--- src/sv/bsc_ram.sv ---
// ---------------------------------------------------------------------------
// bsc_ram
// Generic single write port, single read port RAM with registered read data.
// ---------------------------------------------------------------------------
`timescale 1ns / 1ps

module bsc_ram #(
  parameter int unsigned WIDTH = 8,
  parameter int unsigned DEPTH = 16
) (
  input  logic                     clk_i,
  input  logic                     we_i,
  input  logic [$clog2(DEPTH)-1:0] waddr_i,
  input  logic [WIDTH-1:0]         wdata_i,
  input  logic                     re_i,
  input  logic [$clog2(DEPTH)-1:0] raddr_i,
  output logic [WIDTH-1:0]         rdata_o
);

  logic [WIDTH-1:0] mem_q [DEPTH];
  logic [WIDTH-1:0] rdata_q;

  // Write port
  always_ff @(posedge clk_i) begin
    if (we_i) begin
      mem_q[waddr_i] <= wdata_i;
    end
  end

  // Read port, data held until the next read
  always_ff @(posedge clk_i) begin
    if (re_i) begin
      rdata_q <= mem_q[raddr_i];
    end
  end

  assign rdata_o = rdata_q;

endmodule

--- config.mk ---
export PLATFORM = sky130hd
export DESIGN_NAME = bsc_ram
export DESIGN_NICKNAME = d
export VERILOG_FILES = /design/src/sv/bsc_ram.sv
export SDC_FILE = /design/constraint.sdc
export NUM_CORES = 1
export LEC_CHECK = 0
export BUFFER_PORTS_ARGS = -buffer_cell sky130_fd_sc_hd__buf_4
export CORE_MARGIN = 2
export CORE_UTILIZATION = 50
export CTS_BUF_LIST = sky130_fd_sc_hd__clkbuf_4
export DETAILED_ROUTE_END_ITERATION = 12
export HOLD_SLACK_MARGIN = 0.12
export MAX_ROUTING_LAYER = met4
export PLACE_DENSITY = 0.67
export SKIP_CTS_REPAIR_TIMING = 1
export SYNTH_ARGS = -nofsm -noshare
export SYNTH_HDL_FRONTEND = slang
export SYNTH_SLANG_ARGS = --single-unit
--- constraint.sdc ---
create_clock -name clk_i -period 2.4 [get_ports clk_i]
set_input_delay 0.48 -clock clk_i [delete_from_list [all_inputs] [get_ports clk_i]]
set_output_delay 0.48 -clock clk_i [all_outputs]
set_load 0.005 [all_outputs]
# Yosys cells after proc, flatten, opt, wreduce, memory -nomap -nowiden
# Memories as Yosys holds them, arrays and structs flattened. A register that Yosys moved wholly into a read port is not among the register bits.
# Cells that the tools add are included.
op_classes:
  muxes: 2
op_table:
  columns: ["operator", "n"]
  rows:
  - ["$mux 1", 2]
totals:
  mem_bits_rw: 128
  wordCells: 3
  ff_bits: 0
  out_inout_bits: 8
  mem_count: 1
mem_list:
  columns: ["memory", "depth", "word_bits", "read_ports", "rd_ports_with_merged_regs", "write_ports", "line", "text"]
  rows:
  - ["mem_q", 16, 8, 1, 1, 1, "20", "logic [WIDTH-1:0] mem_q [DEPTH];"]

# Longest topological paths before layout
# Gate-level depths: netlist of run 1.
logic_depth:
  ltp_word: 2
  ltp_mapped: 5
  mapped_depth_nobuf: 3

# Least setup slack after synthesis of run 1
# OpenSTA, ideal clock, no wires.
synth_path:
  path_kind: "input to register"
  start: "input port waddr_i[2]"
  end: "memory mem_q[0][0], enable pin"
  setup_slack_ns: 0.427
  arrival_ns: 1.590
  path_stages: 2
  path_buffers: 0
  cell_sequence: "or3b_2 > nor3_1"
synth_lines:
  columns: ["element", "line", "text"]
  rows:
  - ["start: declaration", "13", "input logic [$clog2(DEPTH)-1:0] waddr_i,"]
  - ["end: declaration", "20", null]
# No word-level cell before the write port.

==> results of run 1 <==
## registers in the layout, summed over array words and instances, names as in the netlist
| signal | flops |
|---|---|
| mem_q | 128 |
| rdata_o | 8 |
## layout by cell type, fill, tap and decap left out, drive strengths merged, types with 2 or more instances in the layout
cell type / n
nand2: 9
nor2: 13
edfxtp: 136
buf: 45
nand3b: 2
mux4: 32
nand2b: 2
clkinvlp: 2
clkinv: 9
nor3: 4
a22oi: 16
clkbuf: 18
## final timing paths
path | from | end | slack (ns) | cells past startpoint
max | raddr_i[0] | rdata_o[2] | 0.78 | 5
min | re_i | rdata_o[6] | 0.27 | 1
max reg2reg | mem_q[1][2] | rdata_o[2] | 0.88 | 3
min reg2reg | mem_q[15][6] | rdata_o[6] | 0.76 | 3
## logic make-up (layout without fill, tap and decap cells)
group	count (synthesis)	after routing	share of synthesized area
AO/OA/AOI/OAI	16	16	0.0230
AND/OR/NAND/NOR	35	35	0.0314
multiplexers	32	32	0.148
other	0	1	0
flip-flops	136	136	0.781
buffers and inverters	10	75	0.0165
## critical path, delay by kind of cell
kind,cells,cell delay (ns)
AO/OA/AOI/OAI,1,0.20
AND/OR/NAND/NOR,1,0.08
buffers and inverters,2,0.54
multiplexers,1,0.56
## metrics by stage
step / hold slack, ns / util / worst slack [ns] / cells
CTS: 0.215 / 0.575 / 0.744 / 430
finish: 0.267 / 0.575 / 0.781 / 431
floorplan: 0.579 / - / 0.427 / 229
global route: 0.215 / 0.575 / 0.728 / 431
detailed placement: 0.738 / 0.553 / 0.264 / 400
global placement: 0.728 / 0.553 / 0.308 / 400
## metal layers
metal / vias to the layer above / part of all wire
li1: 1089 / -
met1: 1218 / 0.42
met2: 75 / 0.51
met3: 14 / 0.053
met4: 0 / 0.016
met5: - / 0
## power by group
group | total [mW] | switching (mW) | internal [mW]
Combinational | 0.253 | 0.136 | 0.117
Clock | 1.21 | 0.720 | 0.492
Sequential | 2.69 | 0.0141 | 2.67
## final cells by class
type / count / share of cell area
flip-flops and latches: 136 / 0.694
multi-input cells: 83 / 0.180
repair buffers: 45 / 0.0595
well taps: 136 / 0.0289
clock buffers: 18 / 0.0230
clock inverters: 12 / 0.0149
diodes: 1 / 0.000425
==> results.py, run 1 <==
metrics = {
    "critical_path": {
        "cp.arrival_ns": 1.87,
        "critPathSlowestCell": "mux4_1",
        "crit_type": "in -> reg",
        "crit_chain": "buf_4 > buf_4 > mux4_1 > a22oi_1 > nand2_1",
        "cp-start-kind": "input pin",
        "cp_common_cell": "buf_4",
        "slowest_delay_ns": 0.56,
        "worstPathRequired_ns": 2.65,
        "path_max_fanout": 18,
        "end_kind": "flip-flop",
    },
    "sta": {
        "post-route-period-util": 0.675,
        "slew_headroom": 0.543,
        "tightest_slew_ns": 0.683,
        "setup_viol": 0,
        "min_period_ns": 1.62,
        "rsz0062_at_grt": "no",
        "setup-tns-final_ns": 0,
        "fmax_ghz": 0.618,
        "hold_viol": 0,
        "drv_slew": 0,
        "finClkSkew_ns": 0.0111,
    },
    "clock_network": {
        "numCtsBuffers": 17,
        "clockBufferDepth": 2,
        "clock-sinks": 136,
        "insertion_delay_ns": 0.51,
        "cts-htree-levels": 4,
        "root_buffer": "clkbuf_4",
        "cts_tree": "yes",
        "cts.clk_slew.worst_paths_ns": 0.11,
    },
    "finish": {
        "nets": 302,
        "multi_input_area_um2": 1060,
        "area_growth_pct": 12.6,
        "post_route_cells_drive_above_1_share": 0.313,
        "finalInstanceArea_um2": 5890,
        "fillers": 738,
        "seq_area_um2": 4080,
    },
    "grt": {
        "grt.met3_usage": 0.0527,
        "grt_max_degree": 33,
        "grt_busiest_layer": "met2",
        "track_usage": 0.187,
        "grt_pass1_vias": 2430,
        "grt_use_met2": 0.289,
        "grt_remaining_overflow": 0,
        "grt_use_met1": 0.236,
        "grt_pass1_wl_um": 14100,
        "antenna_found_initial": 1,
    },
    "drt": {
        "drtIter0Drc": 152,
        "drc_errors": 0,
        "ant_nets": 0,
        "viasPerCell": 5.56,
        "drt_wl_total_um": 9350,
        "dr.pass1.iters": 4,
        "wl_per_cell_um": 21.7,
        "vias": 2396,
    },
    "synth": {
        "yosysTopAreaCell": "edfxtp_1",
        "synthArstFlopShare": 0,
        "syn_area_um2": 5230,
        "synth.avg_cell_area_um2": 22.8,
        "yosysWarnings": 0,
        "synth_most_common_cell": "edfxtp_1",
        "yosysSeqAreaShare": 0.781,
        "synth_top_area_share": 0.781,
        "synth_cell_type_count": 18,
        "ys.flop_type": "edfxtp_1",
        "synth_cells": 229,
        "yosys-top-cells-area": "edfxtp_1 (78%), mux4_2 (7.8%), mux4_1 (7.0%)",
        "synth_common_cells": "edfxtp_1 (136), mux4_2 (18), a22oi_1 (16)",
        "synth_edf_count": 136,
        "syn_nets": 248,
        "ys_ff_latch": 136,
    },
    "floorplanning": {
        "io_pins": 27,
        "die-area_um2": 11300,
        "num_rows": 37,
        "dieWidth_um": 106,
        "die_h_um": 106,
        "core_area_um2": 10200,
        "initial_core_util": 0.511,
    },
    "min_path": {
        "hp-class": "in -> reg",
    },
    "pwr": {
        "peakVddDrop_v": 0.000305,
        "p_per_area_nw_per_um2": 705,
        "power_mw": 4.15,
        "leakage_nw": 1.96,
    },
    "run_status": {
        "outcome": "completed",
    },
    "placement": {
        "dp_hpwl_um": 5930,
        "io_buffers": 26,
        "gp_congestion": 0.779,
        "dpl_cell_area_um2": 5660,
    },
    "run": {
        "maxCapViolCount": 0,
    },
}
Note: power is estimated with default switching activity, not from simulation.
==> run 2, diff against run 1 <==
PLACE_DENSITY = 0.7   (was 0.67)
clock period = 1.42 ns   (was 2.4 ns; I/O delays follow)
==> results.py, run 2 (synthesis results as in run 1) <==
metrics = {
    "finish": {
        "area_growth_pct": 17.5,
        "top_register": "mem_q",
        "finalNonFillerCells": 449,
        "nets": 319,
        "largest_register_ffs": 128,
        "layout_commonest_cell": "edfxtp_1",
        "diodes": 0,
        "mostFrequentLayoutCells": "edfxtp_1 (136), buf_4 (45), mux4_2 (32)",
        "finalInstanceArea_um2": 6140,
        "post-route-util": 0.600,
        "post_route_cells_drive_above_1_share": 0.409,
    },
    "clock_network": {
        "cts-htree-levels": 4,
        "cts.clk_slew.worst_paths_ns": 0.11,
        "insertion_delay_ns": 0.50,
        "root_buffer": "clkbuf_4",
        "cts_tree": "yes",
        "numCtsBuffers": 17,
        "clock-sinks": 136,
        "clockBufferDepth": 2,
    },
    "critical_path": {
        "slowest_delay_ns": 0.48,
        "crit_start": "mem_q[2][4]",
        "end_kind": "flip-flop",
        "path_max_fanout": 1,
        "critical_path_buf_inv_count": 0,
        "path_delay_family": "multiplexers",
        "r2r-start": "mem_q[2][4]",
        "cp-start-kind": "flip-flop",
        "cp.arrival_ns": 1.67,
        "critPathSlowestCell": "mux4_2",
        "crit_type": "reg -> reg",
        "worstPathRequired_ns": 1.68,
        "crit_chain": "mux4_2 > a22oi_2 > nand2_1",
    },
    "floorplanning": {
        "initial_core_util": 0.511,
        "num_rows": 37,
        "dieWidth_um": 106,
        "die-area_um2": 11300,
        "io_pins": 27,
        "core_area_um2": 10200,
        "die_h_um": 106,
    },
    "drt": {
        "viasPerCell": 5.49,
        "drtIter0Drc": 191,
        "dr.pass1.iters": 4,
        "drt_wl_total_um": 9390,
        "ant_nets": 0,
        "vias": 2466,
        "wl_per_cell_um": 20.9,
        "drc_errors": 0,
    },
    "run": {
        "maxCapViolCount": 0,
    },
    "grt": {
        "track_usage": 0.189,
        "grt_remaining_overflow": 0,
        "grt_pass1_wl_um": 14400,
        "antenna_found_initial": 0,
        "grt_pass1_vias": 2501,
        "grt_max_degree": 17,
    },
    "pwr": {
        "leakage_nw": 2.01,
        "peakVddDrop_v": 0.000418,
        "p_per_area_nw_per_um2": 1190,
    },
    "sta": {
        "post-route-period-util": 0.995,
        "slew_headroom": 0.393,
        "setup_viol": 0,
        "tightest_slew_ns": 0.908,
        "timing.hold.ws_ns": 0.299,
        "setup-tns-final_ns": 0,
        "finClkSkew_ns": 0.0153,
        "hold_viol": 0,
        "min_period_ns": 1.41,
        "drv_slew": 0,
        "fmax_ghz": 0.707,
        "rsz0062_at_grt": "yes",
    },
    "placement": {
        "gp_congestion": 0.768,
        "dp_hpwl_um": 6330,
        "io_buffers": 26,
        "dpl_cell_area_um2": 5740,
        "dpl.cell_count": 408,
    },
    "min_path": {
        "hp-start": "waddr_i[0]",
        "hp-class": "in -> reg",
    },
    "run_status": {
        "outcome": "completed",
    },
}
-- run 2: cell types whose count changed in the layout (fill, tap and decap cells not counted), sizes merged --
cell | previous run | this run
buf | 45 | 53
clkinv | 9 | 4
clkinvlp | 2 | 6
diode | 1 | 0
dlygate4sd3 | 0 | 9
inv | 0 | 3
-- run 2: per-layer routing --
metal  up-vias  GRT usage  share of wire
li1       1119          -              -
met4         0     0.0714         0.0096
met2        67      0.301           0.52
met1      1272      0.238           0.42
met3         8     0.0484          0.049
met5         -          -              0
-- run 2: stage by stage --
step                worst slack, ns  power [mW]
finish                      0.00640        7.32
global route                -0.0309        7.58
CTS                         -0.0640        7.33
detailed placement           -0.419        5.11
global placement             -0.429        5.10
floorplan                    -0.130        4.88
-- run 2: path summary, 6_finish.rpt --
kind,endpoint,slack (ns),cells past startpoint
worst max-delay path,rdata_o[4],0.006,3
worst min-delay path,mem_q[0][5],0.30,3
worst max register to register,rdata_o[4],0.006,3
worst min register to register,rdata_o[6],0.76,3
-- run 2: layout make-up --
type | count | area (um^2)
clock buffer | 18 | 135
sequential | 136 | 4080
tap | 136 | 170
clock inverter | 14 | 126
timing repair buffer | 62 | 562
fill | 701 | 4090
multi-input combinational | 83 | 1060
-- run 2: worst register-to-register path, stage by stage, from the launching register on --
cell and delay [ns]:
edfxtp_1 0.40, mux4_2 0.48, a22oi_2 0.22, nand2_1 0.09
-- run 2: where the power goes --
group | switching (mW) | internal [mW]
Clock | 1.37 | 0.893
Sequential | 0.0280 | 4.51
Combinational | 0.249 | 0.259
