--- src/sv/bsc_pkg.sv ---
// ---------------------------------------------------------------------------
// bsc_pkg
// Shared types and constants of the bounding sphere slot cache.
// ---------------------------------------------------------------------------
`timescale 1ns / 1ps

package bsc_pkg;

  // Fixed field widths of the item ports
  localparam int unsigned CMD_W    = 2;
  localparam int unsigned SLOT_W   = 10;
  localparam int unsigned POS_W    = 24;
  localparam int unsigned RADIUS_W = 23;
  localparam int unsigned BATCH_W  = 16;
  localparam int unsigned STATUS_W = 3;

  // Squared radius difference width
  localparam int unsigned RSQ_W = 2 * RADIUS_W;

  typedef enum logic [CMD_W-1:0] {
    CMD_ADD    = 2'd0,
    CMD_REMOVE = 2'd1,
    CMD_UPDATE = 2'd2,
    CMD_FILL   = 2'd3
  } bsc_cmd_e;

  typedef enum logic [STATUS_W-1:0] {
    ST_OK            = 3'd0,
    ST_BAD_INDEX     = 3'd1,
    ST_ADD_USED      = 3'd2,
    ST_REMOVE_UNUSED = 3'd3,
    ST_UPDATE_UNUSED = 3'd4
  } bsc_status_e;

  // Control bits of one item as it travels down the pipeline
  typedef struct packed {
    bsc_cmd_e cmd;
    logic     bad;       // slot index at or above the slot count
    logic     tracked;   // slot takes part in the running maximum
    logic     batch_nz;  // fill report with a nonzero batch count
  } bsc_item_t;

endpackage

--- src/sv/bsc_sq_stage.sv ---
// ---------------------------------------------------------------------------
// bsc_sq_stage
// Squared axis distances and squared radius margin, registered.
// ---------------------------------------------------------------------------
`timescale 1ns / 1ps

module bsc_sq_stage #(
  parameter int unsigned CB = 24
) (
  input  logic                         clk_i,
  input  logic                         en_i,
  input  logic [3*CB+3+bsc_pkg::RADIUS_W-1:0] ent_i,
  input  logic [CB-1:0]                px_i,
  input  logic [CB-1:0]                py_i,
  input  logic [CB-1:0]                pz_i,
  input  logic [bsc_pkg::RADIUS_W-1:0] r_i,
  output logic [2*CB-1:0]              sq_x_o,
  output logic [2*CB-1:0]              sq_y_o,
  output logic [2*CB-1:0]              sq_z_o,
  output logic [bsc_pkg::RSQ_W-1:0]    msq_o,
  output logic                         r_gt_o
);

  typedef struct packed {
    logic                         used;
    logic                         dirty;
    logic                         batches;
    logic [CB-1:0]                cx;
    logic [CB-1:0]                cy;
    logic [CB-1:0]                cz;
    logic [bsc_pkg::RADIUS_W-1:0] rad;
  } ent_t;

  ent_t                         ent;
  logic [CB:0]                  dx, dy, dz;
  logic [CB-1:0]                mx, my, mz;
  logic [bsc_pkg::RADIUS_W-1:0] margin;
  logic [2*CB-1:0]              sq_x_q, sq_y_q, sq_z_q;
  logic [bsc_pkg::RSQ_W-1:0]    msq_q;
  logic                         r_gt_q;

  assign ent = ent_t'(ent_i);

  // Signed differences, one bit wider than a coordinate
  assign dx = {px_i[CB-1], px_i} - {ent.cx[CB-1], ent.cx};
  assign dy = {py_i[CB-1], py_i} - {ent.cy[CB-1], ent.cy};
  assign dz = {pz_i[CB-1], pz_i} - {ent.cz[CB-1], ent.cz};

  // Magnitudes always fit a coordinate width
  assign mx = dx[CB] ? CB'(-dx) : dx[CB-1:0];
  assign my = dy[CB] ? CB'(-dy) : dy[CB-1:0];
  assign mz = dz[CB] ? CB'(-dz) : dz[CB-1:0];

  // Margin is only used when the object fits the cached radius
  assign margin = ent.rad - r_i;

  // Register the products
  always_ff @(posedge clk_i) begin
    if (en_i) begin
      sq_x_q <= {{CB{1'b0}}, mx} * {{CB{1'b0}}, mx};
      sq_y_q <= {{CB{1'b0}}, my} * {{CB{1'b0}}, my};
      sq_z_q <= {{CB{1'b0}}, mz} * {{CB{1'b0}}, mz};
      msq_q  <= {{bsc_pkg::RADIUS_W{1'b0}}, margin} * {{bsc_pkg::RADIUS_W{1'b0}}, margin};
      r_gt_q <= r_i > ent.rad;
    end
  end

  assign sq_x_o = sq_x_q;
  assign sq_y_o = sq_y_q;
  assign sq_z_o = sq_z_q;
  assign msq_o  = msq_q;
  assign r_gt_o = r_gt_q;

endmodule

--- config.mk ---
export PLATFORM = sky130hd
export DESIGN_NAME = bsc_sq_stage
export DESIGN_NICKNAME = d
export VERILOG_FILES = /design/src/sv/bsc_pkg.sv /design/src/sv/bsc_sq_stage.sv
export SDC_FILE = /design/constraint.sdc
export NUM_CORES = 2
export LEC_CHECK = 0
export ABC_AREA = 1
export ABC_CLOCK_PERIOD_IN_PS = 14240
export BUFFER_PORTS_ARGS = -buffer_cell sky130_fd_sc_hd__buf_4
export CORE_ASPECT_RATIO = 1.1
export CORE_UTILIZATION = 66
export DETAILED_ROUTE_END_ITERATION = 10
export PLACE_DENSITY = 0.85
export SLEW_MARGIN = 30
export SYNTH_ARGS = -nofsm -noshare
export SYNTH_HDL_FRONTEND = slang
export SYNTH_SLANG_ARGS = --single-unit
export TNS_END_PERCENT = 1
--- constraint.sdc ---
create_clock -name clk_i -period 14.24 [get_ports clk_i]
set_input_delay 2.848 -clock clk_i [delete_from_list [all_inputs] [get_ports clk_i]]
set_output_delay 2.848 -clock clk_i [all_outputs]
set_load 0.02 [all_outputs]
Word level (Yosys, flattened, before mapping)
Cells that the tools add are included.
{ "classes": {"add_sub_neg": 7, "magnitude_cmp": 1, "n_mul": 4, "muxes": 3} }
{ "op_table": {"columns": ["op", "n"], "rows": [
  ["$mul A24 B24 Y48", 3],
  ["$sub A24 B24 Y25", 3],
  ["$mux W24", 3],
  ["$neg A24 Y24", 3],
  ["$mul A23 B23 Y46", 1],
  ["$gt A23 B23 Y1", 1],
  ["$sub A23 B23 Y23", 1]
]} }
{ "totals": {"in_bits": 195, "output_inout_bits": 191, "register_bits": 191, "wordCells": 20} }

Depth between registers and ports, before layout
{ "logic_depth": {"word_depth": 4, "depth_mapped": 51, "depth_no_buf": 50} }

Worst setup path after synthesis
No wires, ideal clock.
{ "synth_path": {"kind": "input -> register", "from": "input port pz_i[0]", "to": "register sq_z_q[42], in the netlist sq_z_o[42] (data pin)", "path_buffers": 0, "setup_ns": 0.265, "required_ns": 13.975, "t_arrival_ns": 10.527, "stages": 43, "setup_slack_ns": 3.448, "path_cell_list": "inv_1 ha_1 inv_1 fa_1 inv_1 ha_1 inv_1 nor2_1 nand3_1 nor2_1 nand2_1 nor2_1 nand2_1 nor2_1 nand3_1 nand2_1 nand2_1 nor2_1 (+7 left out) inv_1 fa_1 inv_1 fa_1 inv_1 fa_1 inv_1 fa_1 ha_1 nand2_1 nor2_1 and2_1 and3_1 a21oi_1 o21ai_0 a21oi_1 o21ai_0 xor2_1"} }
{ "synth_between": {"elab_chain_len": 4} }
{ "synth_lines": {"columns": ["item", "line", "source"], "rows": [
  ["from (decl)", "bsc_sq_stage.sv:15", "input logic [CB-1:0] pz_i,"],
  ["$sub A24 B24 Y25 *", "bsc_sq_stage.sv:47", "assign dz = {pz_i[CB-1], pz_i} - {ent.cz[CB-1], ent.cz};"],
  ["$neg A24 Y24", "bsc_sq_stage.sv:52", "assign mz = dz[CB] ? CB'(-dz) : dz[CB-1:0];"],
  ["$mux W24 *", "bsc_sq_stage.sv:52", null],
  ["$mul A24 B24 Y48 *", "bsc_sq_stage.sv:62", "sq_z_q <= {{CB{1'b0}}, mz} * {{CB{1'b0}}, mz};"],
  ["to (signal assigned)", "bsc_sq_stage.sv:62", null],
  ["to (decl)", "bsc_sq_stage.sv:38", "logic [2*CB-1:0] sq_x_q, sq_y_q, sq_z_q;"]
]} }
Mark *: on every way between the ends. The rest lies on a longest branch, timed or not.
A chain may end at the register's enable or synchronous reset.

Worst setup path in the final report
{ "layout_path": {"from": "input port ent_i[71] (netlist name)", "to": "register sq_x_q[33], in the netlist sq_x_o[33] (data pin)"} }
{ "layout_between": {"elab_chain_len": 4} }
{ "layout_lines": {"columns": ["item", "line", "source"], "rows": [
  ["from (decl)", "bsc_sq_stage.sv:12", "input logic [3*CB+3+bsc_pkg::RADIUS_W-1:0] ent_i,"],
  ["$sub A24 B24 Y25 *", "bsc_sq_stage.sv:45", "assign dx = {px_i[CB-1], px_i} - {ent.cx[CB-1], ent.cx};"],
  ["$neg A24 Y24", "bsc_sq_stage.sv:50", "assign mx = dx[CB] ? CB'(-dx) : dx[CB-1:0];"],
  ["$mux W24 *", "bsc_sq_stage.sv:50", null],
  ["$mul A24 B24 Y48 *", "bsc_sq_stage.sv:60", "sq_x_q <= {{CB{1'b0}}, mx} * {{CB{1'b0}}, mx};"],
  ["to (signal assigned)", "bsc_sq_stage.sv:60", null],
  ["to (decl)", "bsc_sq_stage.sv:38", null]
]} }
Marks and branches as above.

==> results.md <==
* Status: complete, no violations
* Drt drc at 0
* Post-Route Setup TNS at 0 ns
* CTS tree: yes
* Most used DFF post-synth: edfxtp_1
* Number of core rows at 130
* CP Launch Type: input port
* Post-synth EDFFs at ~190
* Most numerous cell on the critical path: inv_1
* FF+latch count, synth at roughly 190
* Post-CTS Hold Fix Bufs at 0
* Max cap viols at 0
* CTS buffer count at 17
* Antenna-violating nets left at 0
* Worst Tran Pin Value at around 1.1 ns
* Core box area at between 0.1 and 0.15 mm2
* DPL Wire Length at ~190,000 um
* Post-CTS Setup Inserts at 0
* Crit-path slowest cell: inv_1
* GR Overflow Total at 0
* Final nets at about 12,000
* CTS resizes at 0
* Library cells used by synthesis at 58
* Die X-Extent at between 300 and 400 um
* Fmax achieved at 0.0779 GHz
* DR pass1 iterations at 6
* Clock transition at path regs at 0.08 ns
* Final Hold Vio Count at 0
* Hold path start: ent_i[22]
* Pins Over Slew Limit at 0
* Delay of the slowest critical-path stage at 0.71 ns
* Chip height at around 360 um
* Critical path type: input port to flop
* First-pass GRT wire length at between 300,000 and 400,000 um
* Synth top area share at 0.434
* Total length of routed wires at roughly 220,000 um
* Area leader, netlist: fa_1
* Crit path arrival time at between 10 and 15 ns
* Unrepaired setup endpoints after global routing: false
* Setup-failing EPs final at 0
* DR iter-0 viols at roughly 5,200
* Number of fill cells at 9,001
* Crit path time final at ~13 ns
* Via-per-instance ratio at ~5.6
* Register area at around 0.0056 mm2
* Crit. End Element: flop
* Wirelength per Cell at 20.2 um
* Root Buffer: clkbuf_16
* Die area at around 0.12 mm2
* Global placer's final weighted congestion at ~1.0
* Post-synthesis sequential area ratio at 0.0734
* Slew margin rel. at 0.283
* Synth Warn # at 0
* Hold depth at 5
* Share of cells above drive strength 1 at 0.0710
* Vias at between 60,000 and 70,000
* Multi-input gate area at around 0.06 mm2
* Vias in the first global route at ~67,000
* Largest net degree at the start of global routing at 86
* Worst Hold Path EP: r_gt_o$_DFFE_PP_
* Ys async rst share at 0
* Inst Count DP at between 10,000 and 15,000
* Clock sink count at between 150 and 200
* Core Util, Final at 0.713
* Final Cycle Share at 0.902
* Max clock buf depth at 2
* Worst EP required at around 15 ns
* Post-synthesis cell count at 9,088
* Hold Crit Class: input port to flop
* Crit Path Max Fanout at 28
* Number of I/O port buffers at 378
* Initial antenna violation count at 12
* Area growth, synth to finish at 6.68%
* Synth area leaders: fa_1 (43%), inv_1 (13%), ha_1 (13%)
* Synth Cell Area at between 0.07 and 0.08 mm2
* Average cell area after synthesis at about 8.4 um2
* IO Pins at 386
* Final Non-Filler Cells at between 10,000 and 15,000
* H-tree depth at 4
* Starting Density at 0.668
* GRT Total Usage at 0.389
-- registers in the layout (all words and copies together), names as in the netlist --
| signal | flops |
|---|---|
| msq_o | 45 |
| sq_x_o | 47 |
| sq_y_o | 47 |
| r_gt_o | 1 |
| sq_z_o | 47 |
-- cell families (layout without fill, tap and decap cells) --
logic type / count (synthesis) / in the layout / synth area share
compound gates: 690 / 690 / 0.0502
xor+xnor: 240 / 240 / 0.0293
fa+ha+maj: 2431 / 2431 / 0.560
buf+inv: 2816 / 3146 / 0.141
flops: 187 / 187 / 0.0734
other cells: 1 / 6 / 0.0000490
simple gates: 2723 / 2723 / 0.146
-- worst max-delay path by stage --
stage,slack [ns],endpoint,depth (start not counted),startpoint
floorplan,3.45,sq_z_o[42]$_DFFE_PP_,43,pz_i[0]
global placement,1.32,sq_x_o[33]$_DFFE_PP_,41,ent_i[71]
detailed placement,1.10,sq_x_o[47]$_DFFE_PP_,40,ent_i[71]
CTS,1.67,sq_x_o[47]$_DFFE_PP_,40,ent_i[71]
global route,0.94,sq_x_o[47]$_DFFE_PP_,40,ent_i[71]
finish,1.40,sq_x_o[33]$_DFFE_PP_,41,ent_i[71]
-- stage by stage --
stage	area, um2	hold slack, ns	setup WS [ns]
5_1_grt	81600	2.85	0.935
2_1_floorplan	76500	2.96	3.45
6_report	81600	2.80	1.40
3_3_place_gp	81100	3.28	1.32
4_1_cts	81600	2.79	1.67
3_5_place_dp	81100	3.28	1.10
-- cell usage after synthesis (all sizes together), types with 3 or more instances --
cell type,instances
inv,2649
fa,1658
nand2,1244
nor2,1112
ha,773
a21oi,351
nand3,200
o21ai,192
edfxtp,187
xor2,153
buf,109
xnor2,87
nand4,57
clkbuf,47
a31oi,39
nor3,34
o21a,27
or2,26
nand3b,21
nor4,18
a21o,17
o21bai,17
o211ai,15
clkinv,11
o31ai,11
o221ai,7
and2,6
a21boi,5
and3,4
a211oi,3
-- per-layer routing --
| metal | track usage | wire, um | up-vias |
|---|---|---|---|
| met5 | 0 | 138 | - |
| met4 | 0.145 | 9180 | 20 |
| met3 | 0.119 | 27000 | 629 |
| met2 | 0.623 | 102000 | 3291 |
| met1 | 0.499 | 83000 | 30200 |
| li1 | - | - | 27400 |
-- critical path: cells and delay by family --
kind | cells | cell delay [ns]
simple gates | 15 | 2.62
fa+ha+maj | 10 | 4.33
compound gates | 5 | 1.29
buf+inv | 10 | 1.67
xor+xnor | 1 | 0.40
-- cell usage in the layout, fill, tap and decap left out, drive strengths merged, types with 15 or more instances in the layout --
cell	instances
buf	453
or2	26
o211ai	15
nor4	18
clkinv	15
a31oi	39
o21ai	192
a21o	17
clkbuf	19
nand2	1244
fa	1658
xnor2	87
o21a	27
nor2	1112
nor3	34
ha	773
xor2	153
inv	2655
nand4	57
nand3	200
a21oi	351
nand3b	21
o21bai	17
edfxtp	187
-- area by class of cell --
| class | count | area share |
|---|---|---|
| clock buffer | 18 | 0.00526 |
| sequential | 187 | 0.0688 |
| clock inverter | 14 | 0.00167 |
| multi-input combinational | 6088 | 0.737 |
| timing repair buffer | 454 | 0.0418 |
| inverter | 2660 | 0.122 |
| antenna | 2 | 0.0000613 |
| tap | 1518 | 0.0233 |
Power is left out: the tool's default activity adds up to more than one toggle a clock period on the data nets, which glitch-free logic cannot reach.
