--- config.mk ---
export PLATFORM = sky130hd
export DESIGN_NAME = bsc_apply
export DESIGN_NICKNAME = d
export VERILOG_FILES = /design/src/sv/bsc_pkg.sv /design/src/sv/bsc_apply.sv
export SDC_FILE = /design/constraint.sdc
export NUM_CORES = 1
export LEC_CHECK = 0
export ABC_AREA = 0
export BUFFER_PORTS_ARGS = -buffer_cell sky130_fd_sc_hd__buf_2
export CAP_MARGIN = 40
export CORE_AREA = 2 2 192 194
export DETAILED_ROUTE_END_ITERATION = 10
export DIE_AREA = 0 0 194 196
export PLACE_DENSITY_LB_ADDON = 0.25
export REMOVE_ABC_BUFFERS = 1
export SLEW_MARGIN = 20
export SYNTH_ARGS = -nofsm -noshare
export SYNTH_HDL_FRONTEND = slang
export SYNTH_SLANG_ARGS = --single-unit
--- constraint.sdc ---
create_clock -name vclk -period 17.43
set_clock_uncertainty 0.05 [all_clocks]
set_input_delay 1.743 -clock vclk [all_inputs]
set_output_delay 1.743 -clock vclk [all_outputs]
set_load 0.05 [all_outputs]
--- src/sv/bsc_pkg.sv ---
// ---------------------------------------------------------------------------
// bsc_pkg
// Shared types and constants of the bounding sphere slot cache.
// ---------------------------------------------------------------------------
`timescale 1ns / 1ps

package bsc_pkg;

  // Fixed field widths of the item ports
  localparam int unsigned CMD_W    = 2;
  localparam int unsigned SLOT_W   = 10;
  localparam int unsigned POS_W    = 24;
  localparam int unsigned RADIUS_W = 23;
  localparam int unsigned BATCH_W  = 16;
  localparam int unsigned STATUS_W = 3;

  // Squared radius difference width
  localparam int unsigned RSQ_W = 2 * RADIUS_W;

  typedef enum logic [CMD_W-1:0] {
    CMD_ADD    = 2'd0,
    CMD_REMOVE = 2'd1,
    CMD_UPDATE = 2'd2,
    CMD_FILL   = 2'd3
  } bsc_cmd_e;

  typedef enum logic [STATUS_W-1:0] {
    ST_OK            = 3'd0,
    ST_BAD_INDEX     = 3'd1,
    ST_ADD_USED      = 3'd2,
    ST_REMOVE_UNUSED = 3'd3,
    ST_UPDATE_UNUSED = 3'd4
  } bsc_status_e;

  // Control bits of one item as it travels down the pipeline
  typedef struct packed {
    bsc_cmd_e cmd;
    logic     bad;       // slot index at or above the slot count
    logic     tracked;   // slot takes part in the running maximum
    logic     batch_nz;  // fill report with a nonzero batch count
  } bsc_item_t;

endpackage

--- src/sv/bsc_apply.sv ---
// ---------------------------------------------------------------------------
// bsc_apply
// Staleness test and next slot entry for one item.
// ---------------------------------------------------------------------------
`timescale 1ns / 1ps

module bsc_apply #(
  parameter int unsigned CB = 24
) (
  input  bsc_pkg::bsc_item_t                  item_i,
  input  logic [3*CB+3+bsc_pkg::RADIUS_W-1:0] ent_i,
  input  logic [CB-1:0]                       px_i,
  input  logic [CB-1:0]                       py_i,
  input  logic [CB-1:0]                       pz_i,
  input  logic [bsc_pkg::RADIUS_W-1:0]        r_i,
  input  logic [2*CB-1:0]                     sq_x_i,
  input  logic [2*CB-1:0]                     sq_y_i,
  input  logic [2*CB-1:0]                     sq_z_i,
  input  logic [bsc_pkg::RSQ_W-1:0]           msq_i,
  input  logic                                r_gt_i,
  output logic [3*CB+3+bsc_pkg::RADIUS_W-1:0] ent_o,
  output logic                                we_o,
  output bsc_pkg::bsc_status_e                status_o,
  output logic                                dirty_o
);

  localparam int unsigned SUM_W = 2 * CB + 2;
  localparam int unsigned CMP_W = (SUM_W > bsc_pkg::RSQ_W) ? SUM_W : bsc_pkg::RSQ_W;

  typedef struct packed {
    logic                         used;
    logic                         dirty;
    logic                         batches;
    logic [CB-1:0]                cx;
    logic [CB-1:0]                cy;
    logic [CB-1:0]                cz;
    logic [bsc_pkg::RADIUS_W-1:0] rad;
  } ent_t;

  ent_t             ent;
  ent_t             nxt;
  logic [SUM_W-1:0] d2;
  logic             stale;

  assign ent = ent_t'(ent_i);

  // Squared distance against squared margin
  assign d2    = SUM_W'(sq_x_i) + SUM_W'(sq_y_i) + SUM_W'(sq_z_i);
  assign stale = r_gt_i || (CMP_W'(d2) > CMP_W'(msq_i)) || !ent.batches;

  // Build the next entry and the status
  always_comb begin
    nxt      = ent;
    status_o = bsc_pkg::ST_OK;
    we_o     = 1'b1;
    case (item_i.cmd)
      bsc_pkg::CMD_ADD: begin
        if (ent.used) begin
          status_o = bsc_pkg::ST_ADD_USED;
        end
        nxt.rad     = r_i;
        nxt.batches = 1'b0;
        nxt.used    = 1'b1;
      end
      bsc_pkg::CMD_REMOVE: begin
        if (!ent.used) begin
          status_o = bsc_pkg::ST_REMOVE_UNUSED;
        end
        nxt.dirty = 1'b0;
        nxt.cx    = '0;
        nxt.cy    = '0;
        nxt.cz    = '0;
        nxt.rad   = '0;
        nxt.used  = 1'b0;
      end
      bsc_pkg::CMD_UPDATE: begin
        if (!ent.used) begin
          status_o = bsc_pkg::ST_UPDATE_UNUSED;
        end
        nxt.dirty = stale;
        if (stale) begin
          nxt.cx = px_i;
          nxt.cy = py_i;
          nxt.cz = pz_i;
        end
      end
      bsc_pkg::CMD_FILL: begin
        nxt.batches = item_i.batch_nz;
      end
      default: begin
      end
    endcase
    // A bad index changes nothing
    if (item_i.bad) begin
      status_o = bsc_pkg::ST_BAD_INDEX;
      we_o     = 1'b0;
    end
  end

  assign ent_o   = nxt;
  assign dirty_o = item_i.bad ? 1'b0 : nxt.dirty;

endmodule

Word-level counts from Yosys, hierarchy flattened
Cells that the tools add are included.
{"block": "classes", "order_cmp": 1, "n_eq_ne": 3, "n_mux": 13, "n_addsub": 2, "reduce_logical": 4}
{"operator": "72-bit case mux with 2 select lines", "count": 1}
{"operator": "72-bit 2-to-1 mux", "count": 1}
{"operator": "49-bit by 48-bit adder with 50-bit output", "count": 1}
{"operator": "50-bit by 46-bit > comparator with 1-bit output", "count": 1}
{"operator": "48-bit by 48-bit adder with 49-bit output", "count": 1}
{"operator": "23-bit case mux with 2 select lines", "count": 1}
{"operator": "3-bit case mux with 3 select lines", "count": 1}
{"operator": "3-bit 2-to-1 mux", "count": 2}
{"operator": "1-bit case mux with 2 select lines", "count": 3}
{"operator": "2-bit equality test (second input constant)", "count": 2}
{"operator": "2-bit 2-to-1 mux", "count": 2}
{"operator": "2-bit by 1-bit equality test with 1-bit output (second input constant)", "count": 1}
{"operator": "2-bit zero test", "count": 1}
{"operator": "1-bit logical OR", "count": 2}
{"operator": "1-bit 2-to-1 mux", "count": 2}
{"operator": "1-bit zero test", "count": 1}
{"block": "word_totals", "reg_bits": 0, "input_bits": 389}

Logic depth before layout (Yosys ltp)
{"block": "logic_depth", "depth_word": 7, "depth_mapped": 24, "mapped_depth_nobuf": 22}

Worst setup path before layout
No wires, ideal clock.
{"block": "synth_timing", "path_kind": "in2out", "start": "in sq_x_i[27]", "end": "out ent_o[36] in the netlist's numbering", "setup_slack_ps": 8426, "t_arrival_ps": 7211, "cell_stages": 24, "n_path_buf": 3, "cell_sequence": "fa_1 > ha_1 > buf_2 > a21oi_1 > o21ai_0 > a221o_1 > a21o_1 > a31oi_2 > o21ai_0 > a21o_1 > a21oi_1 > xnor2_1 > ha_1 > a211oi_1 > nand2_1 > a211oi_1 > o211ai_1 > or3_1 > a211o_1 > a211oi_2 > and3_1 > buf_6 > buf_6 > a311o_1"}
{"block": "synth_between", "elab_chain_len": 7}
{"item": "start, declared", "line_no": "bsc_apply.sv:16", "rtl": "input logic [2*CB-1:0] sq_x_i,"}
{"item": "48-bit by 48-bit adder with 49-bit output", "line_no": "bsc_apply.sv:48", "rtl": "assign d2 = SUM_W'(sq_x_i) + SUM_W'(sq_y_i) + SUM_W'(sq_z_i);"}
{"item": "49-bit by 48-bit adder with 50-bit output", "line_no": "bsc_apply.sv:48"}
{"item": "50-bit by 46-bit > comparator with 1-bit output", "line_no": "bsc_apply.sv:49", "rtl": "assign stale = r_gt_i || (CMP_W'(d2) > CMP_W'(msq_i)) || !ent.batches;"}
{"item": "1-bit logical OR (2 in a row)", "line_no": "bsc_apply.sv:49"}
{"item": "72-bit 2-to-1 mux", "line_no": "bsc_apply.sv:81", "rtl": "if (stale) begin"}
{"item": "72-bit case mux with 2 select lines", "line_no": "bsc_apply.sv:56", "rtl": "case (item_i.cmd)"}
{"item": "end, declared", "line_no": "bsc_apply.sv:21", "rtl": "output logic [3*CB+3+bsc_pkg::RADIUS_W-1:0] ent_o,"}
No other way between the ends.

Worst setup path in the final report
{"block": "layout_timing", "start": "in sq_x_i[2]", "end": "out ent_o[30] in the netlist's numbering"}
Same word-level chain as after synthesis.

==> flow_metrics.py <==
metrics = {
    "routing": {
        "met1Wirelength_um": 14300,
        "drc": 0,
        "num_vias": 9817,
        "wl_per_cell_um": 18.1,
        "viasPerCell": 5.02,
        "met3WireLength_um": 2090,
        "met2_length_um": 18100,
        "antenna_left": 0,
        "firstDrtPassIters": 7,
        "drt_iter0_drc": 434,
        "maxUsedRoutingLayer": "met4",
        "wl_um": 35300,
    },
    "synth": {
        "synth.area.top_cells": "ha_1 16%, fa_1 13%, a311o_1 9.3%",
        "synthCells": 1070,
        "synth_mux_area_frac": 0.00275,
        "synth_top_family_by_area": "compound AO/OA/AOI/OAI gates",
        "synth_warnings": 0,
        "synth.most_common_cell": "ha_1",
        "synth_xor_area_frac": 0.0499,
        "ys_top_cells_by_count": "98 x ha_1, 88 x nand3_1, 75 x a31oi_1, 75 x nor2b_1, 74 x nand2_1",
        "ys_seq_area_frac": 0,
        "synth_top_area_cell": "ha_1",
        "synthesis.area_um2": 7720,
        "synth_cell_type_count": 63,
        "synth_fa_ha_area_frac": 0.286,
        "synth_top_cell_area_share": 0.159,
        "syn_avg_cell_area_um2": 7.22,
        "synthSimpleGateAreaFrac": 0.235,
        "synth-compound-area-share": 0.343,
    },
    "placement": {
        "post-place-cells": 1946,
        "port_buffers": 491,
        "dp_hpwl_um": 29800,
        "gp_congestion": 0.870,
    },
    "final_layout": {
        "syn_to_final_growth_pct": 36.3,
        "stdcell_count": 1956,
        "fillers": 4073,
        "seqCellArea_um2": 0,
        "multi_input_area_um2": 7120,
        "seq_cells": 0,
        "drive_gt1_frac": 0.352,
        "nNetsFinal": 2018,
        "nClkBuffers": 0,
    },
    "sta": {
        "final.period_utilization": 0.612,
        "relSlewSlack": 0.413,
        "fin_crit_ps": 10660,
        "rsz0062_at_grt": "no",
        "worst_pin_slew_ps": 880,
        "fmax_mhz": 93.8,
        "hold_viol": 0,
        "setup_violations": 0,
        "fin_tns_setup_ps": 0,
        "drv_slew": 0,
    },
    "global_routing": {
        "grtUsageTotal": 0.171,
        "grt_pass1_wl_um": 52800,
        "grt_pass1_vias": 9464,
        "overflow": 0,
        "antenna_found_initial": 7,
        "grt_max_degree": 91,
    },
    "floorplan": {
        "core.rowCount": 70,
        "die_x_um": 194,
        "die_y_um": 196,
        "coreArea_um2": 36100,
        "start_util": 0.214,
        "die-area_um2": 38000,
        "ios": 492,
    },
    "clock_tree": {
        "cts_hold_buf": 0,
        "cts-resized-gates": 0,
        "cts_setup_buffers": 0,
    },
    "power_and_ir_drop": {
        "internal_power_w": 0.000249,
        "clockPowerShare": 0,
        "swShare": 0.630,
        "pwr-share-seq": 0,
        "p_comb_frac": 1.000,
        "ir_drop_mv": 0.0416,
        "switchingPower_w": 0.000424,
        "power_density_nw_per_um2": 63.9,
        "p_leak_nw": 5.09,
    },
    "run": {
        "drv_cap": 0,
    },
    "hold_path": {
        "hold_depth": 3,
        "min-delay-start": "item_i[2]",
        "hold_class": "input port to output port",
        "hold_end": "status_o[1]",
    },
    "worst_setup_path": {
        "path_max_fanout": 72,
        "cp-start-kind": "input port",
        "critical_path_buf_inv_count": 3,
        "slowest_delay_ps": 640,
        "worstSetupPathType": "input port to output port",
        "crit_top_cell": "a211oi_1",
        "cp.required_ps": 15640,
        "crit_chain": "buf_2 > fa_1 > ha_1 > a211oi_1 > o21ai_2 > o31ai_2 > o41ai_4 > a31oi_2 > o21ai_0 > a21o_1 > a21oi_1 > xnor2_1 > ha_1 > a211oi_1 > nand2_1 > a211oi_1 > o211ai_1 > or3_1 > a211o_1 > a211oi_4 > buf_4 > a31oi_1 > a311o_1 > buf_2",
        "cp-end-kind": "output port",
        "crit_slowest_cell": "buf_4",
        "cp_top_family": "compound AO/OA/AOI/OAI gates",
        "worstPathArrival_ps": 8870,
    },
    "status": {
        "status": "completed",
    },
}
through the flow:
stage	utilization	total power (W)	hold slack, ps	instance area (um2)	setup slack [ps]
CTS	0.290	0.000674	3810	10500	6810
floorplan	-	0.000467	3610	7320	5240
detailed placement	0.290	0.000670	3810	10500	6850
global route	0.292	0.000745	3830	10500	6290
finish	0.292	0.000673	3800	10500	6770
global placement	0.290	0.000665	3800	10500	6850
area by class of cell:
cell class	count	share of cell area
timing repair buffer	500	0.244
multi-input combinational	915	0.676
antenna	8	0.00190
inverter	65	0.0232
tap	468	0.0556
metal layers:
metal  GRT usage  vias to the layer above
met5           0                        -
met4      0.0356                        0
met3      0.0184                       40
met2       0.316                      404
met1       0.214                     4550
li1            -                     4823
cell usage in the layout (no fill, tap or decap), types with 4 or more instances in the layout:
cell type | synthesis | layout
a211oi_1 | 12 | 12
a21o_1 | 22 | 22
a21oi_1 | 71 | 71
a221oi_1 | 4 | 4
a311o_1 | 72 | 72
a31oi_1 | 75 | 75
and3_1 | 6 | 5
buf_2 | 12 | 491
buf_4 | 0 | 7
diode_2 | 0 | 8
fa_1 | 49 | 49
ha_1 | 98 | 96
inv_1 | 65 | 65
nand2_1 | 74 | 74
nand2b_1 | 28 | 28
nand3_1 | 88 | 88
nand4_1 | 21 | 21
nor2_1 | 27 | 27
nor2b_1 | 75 | 75
nor3_1 | 8 | 8
o211ai_1 | 7 | 7
o21a_1 | 7 | 7
o21ai_0 | 54 | 54
o21ai_1 | 9 | 9
o21bai_1 | 8 | 8
or2_2 | 4 | 4
or3_1 | 6 | 6
xnor2_1 | 29 | 28
xor2_1 | 15 | 15
worst max path at each step:
stage	startpoint	endpoint	slack, ps	depth (start not counted)
3_3_place_gp	sq_x_i[2]	ent_o[30]	6850	24
4_1_cts	sq_x_i[2]	ent_o[90]	6810	24
6_report	sq_x_i[2]	ent_o[30]	6770	24
3_5_place_dp	sq_x_i[2]	ent_o[90]	6850	24
2_1_floorplan	sq_x_i[2]	dirty_o	5240	21
5_1_grt	sq_x_i[2]	ent_o[25]	6290	24
kinds of logic (layout without fill, tap and decap cells):
| logic type | after synthesis | count (layout) |
|---|---|---|
| AO/OA/AOI/OAI | 374 | 374 |
| buffers and inverters | 155 | 565 |
| AND/OR/NAND/NOR | 348 | 348 |
| XOR/XNOR | 44 | 44 |
| multiplexers | 2 | 2 |
| other | 0 | 8 |
| adder cells (fa/ha/maj) | 147 | 147 |
power by group through the flow:
stage	Sequential [W]	Combinational (W)	Clock (W)
2_1_floorplan	0	0.000467	0
3_3_place_gp	0	0.000665	0
3_5_place_dp	0	0.000670	0
4_1_cts	0	0.000674	0
5_1_grt	0	0.000745	0.0000000000462
6_report	0	0.000673	0.0000000000617
Note: power is estimated with default switching activity, not from simulation.
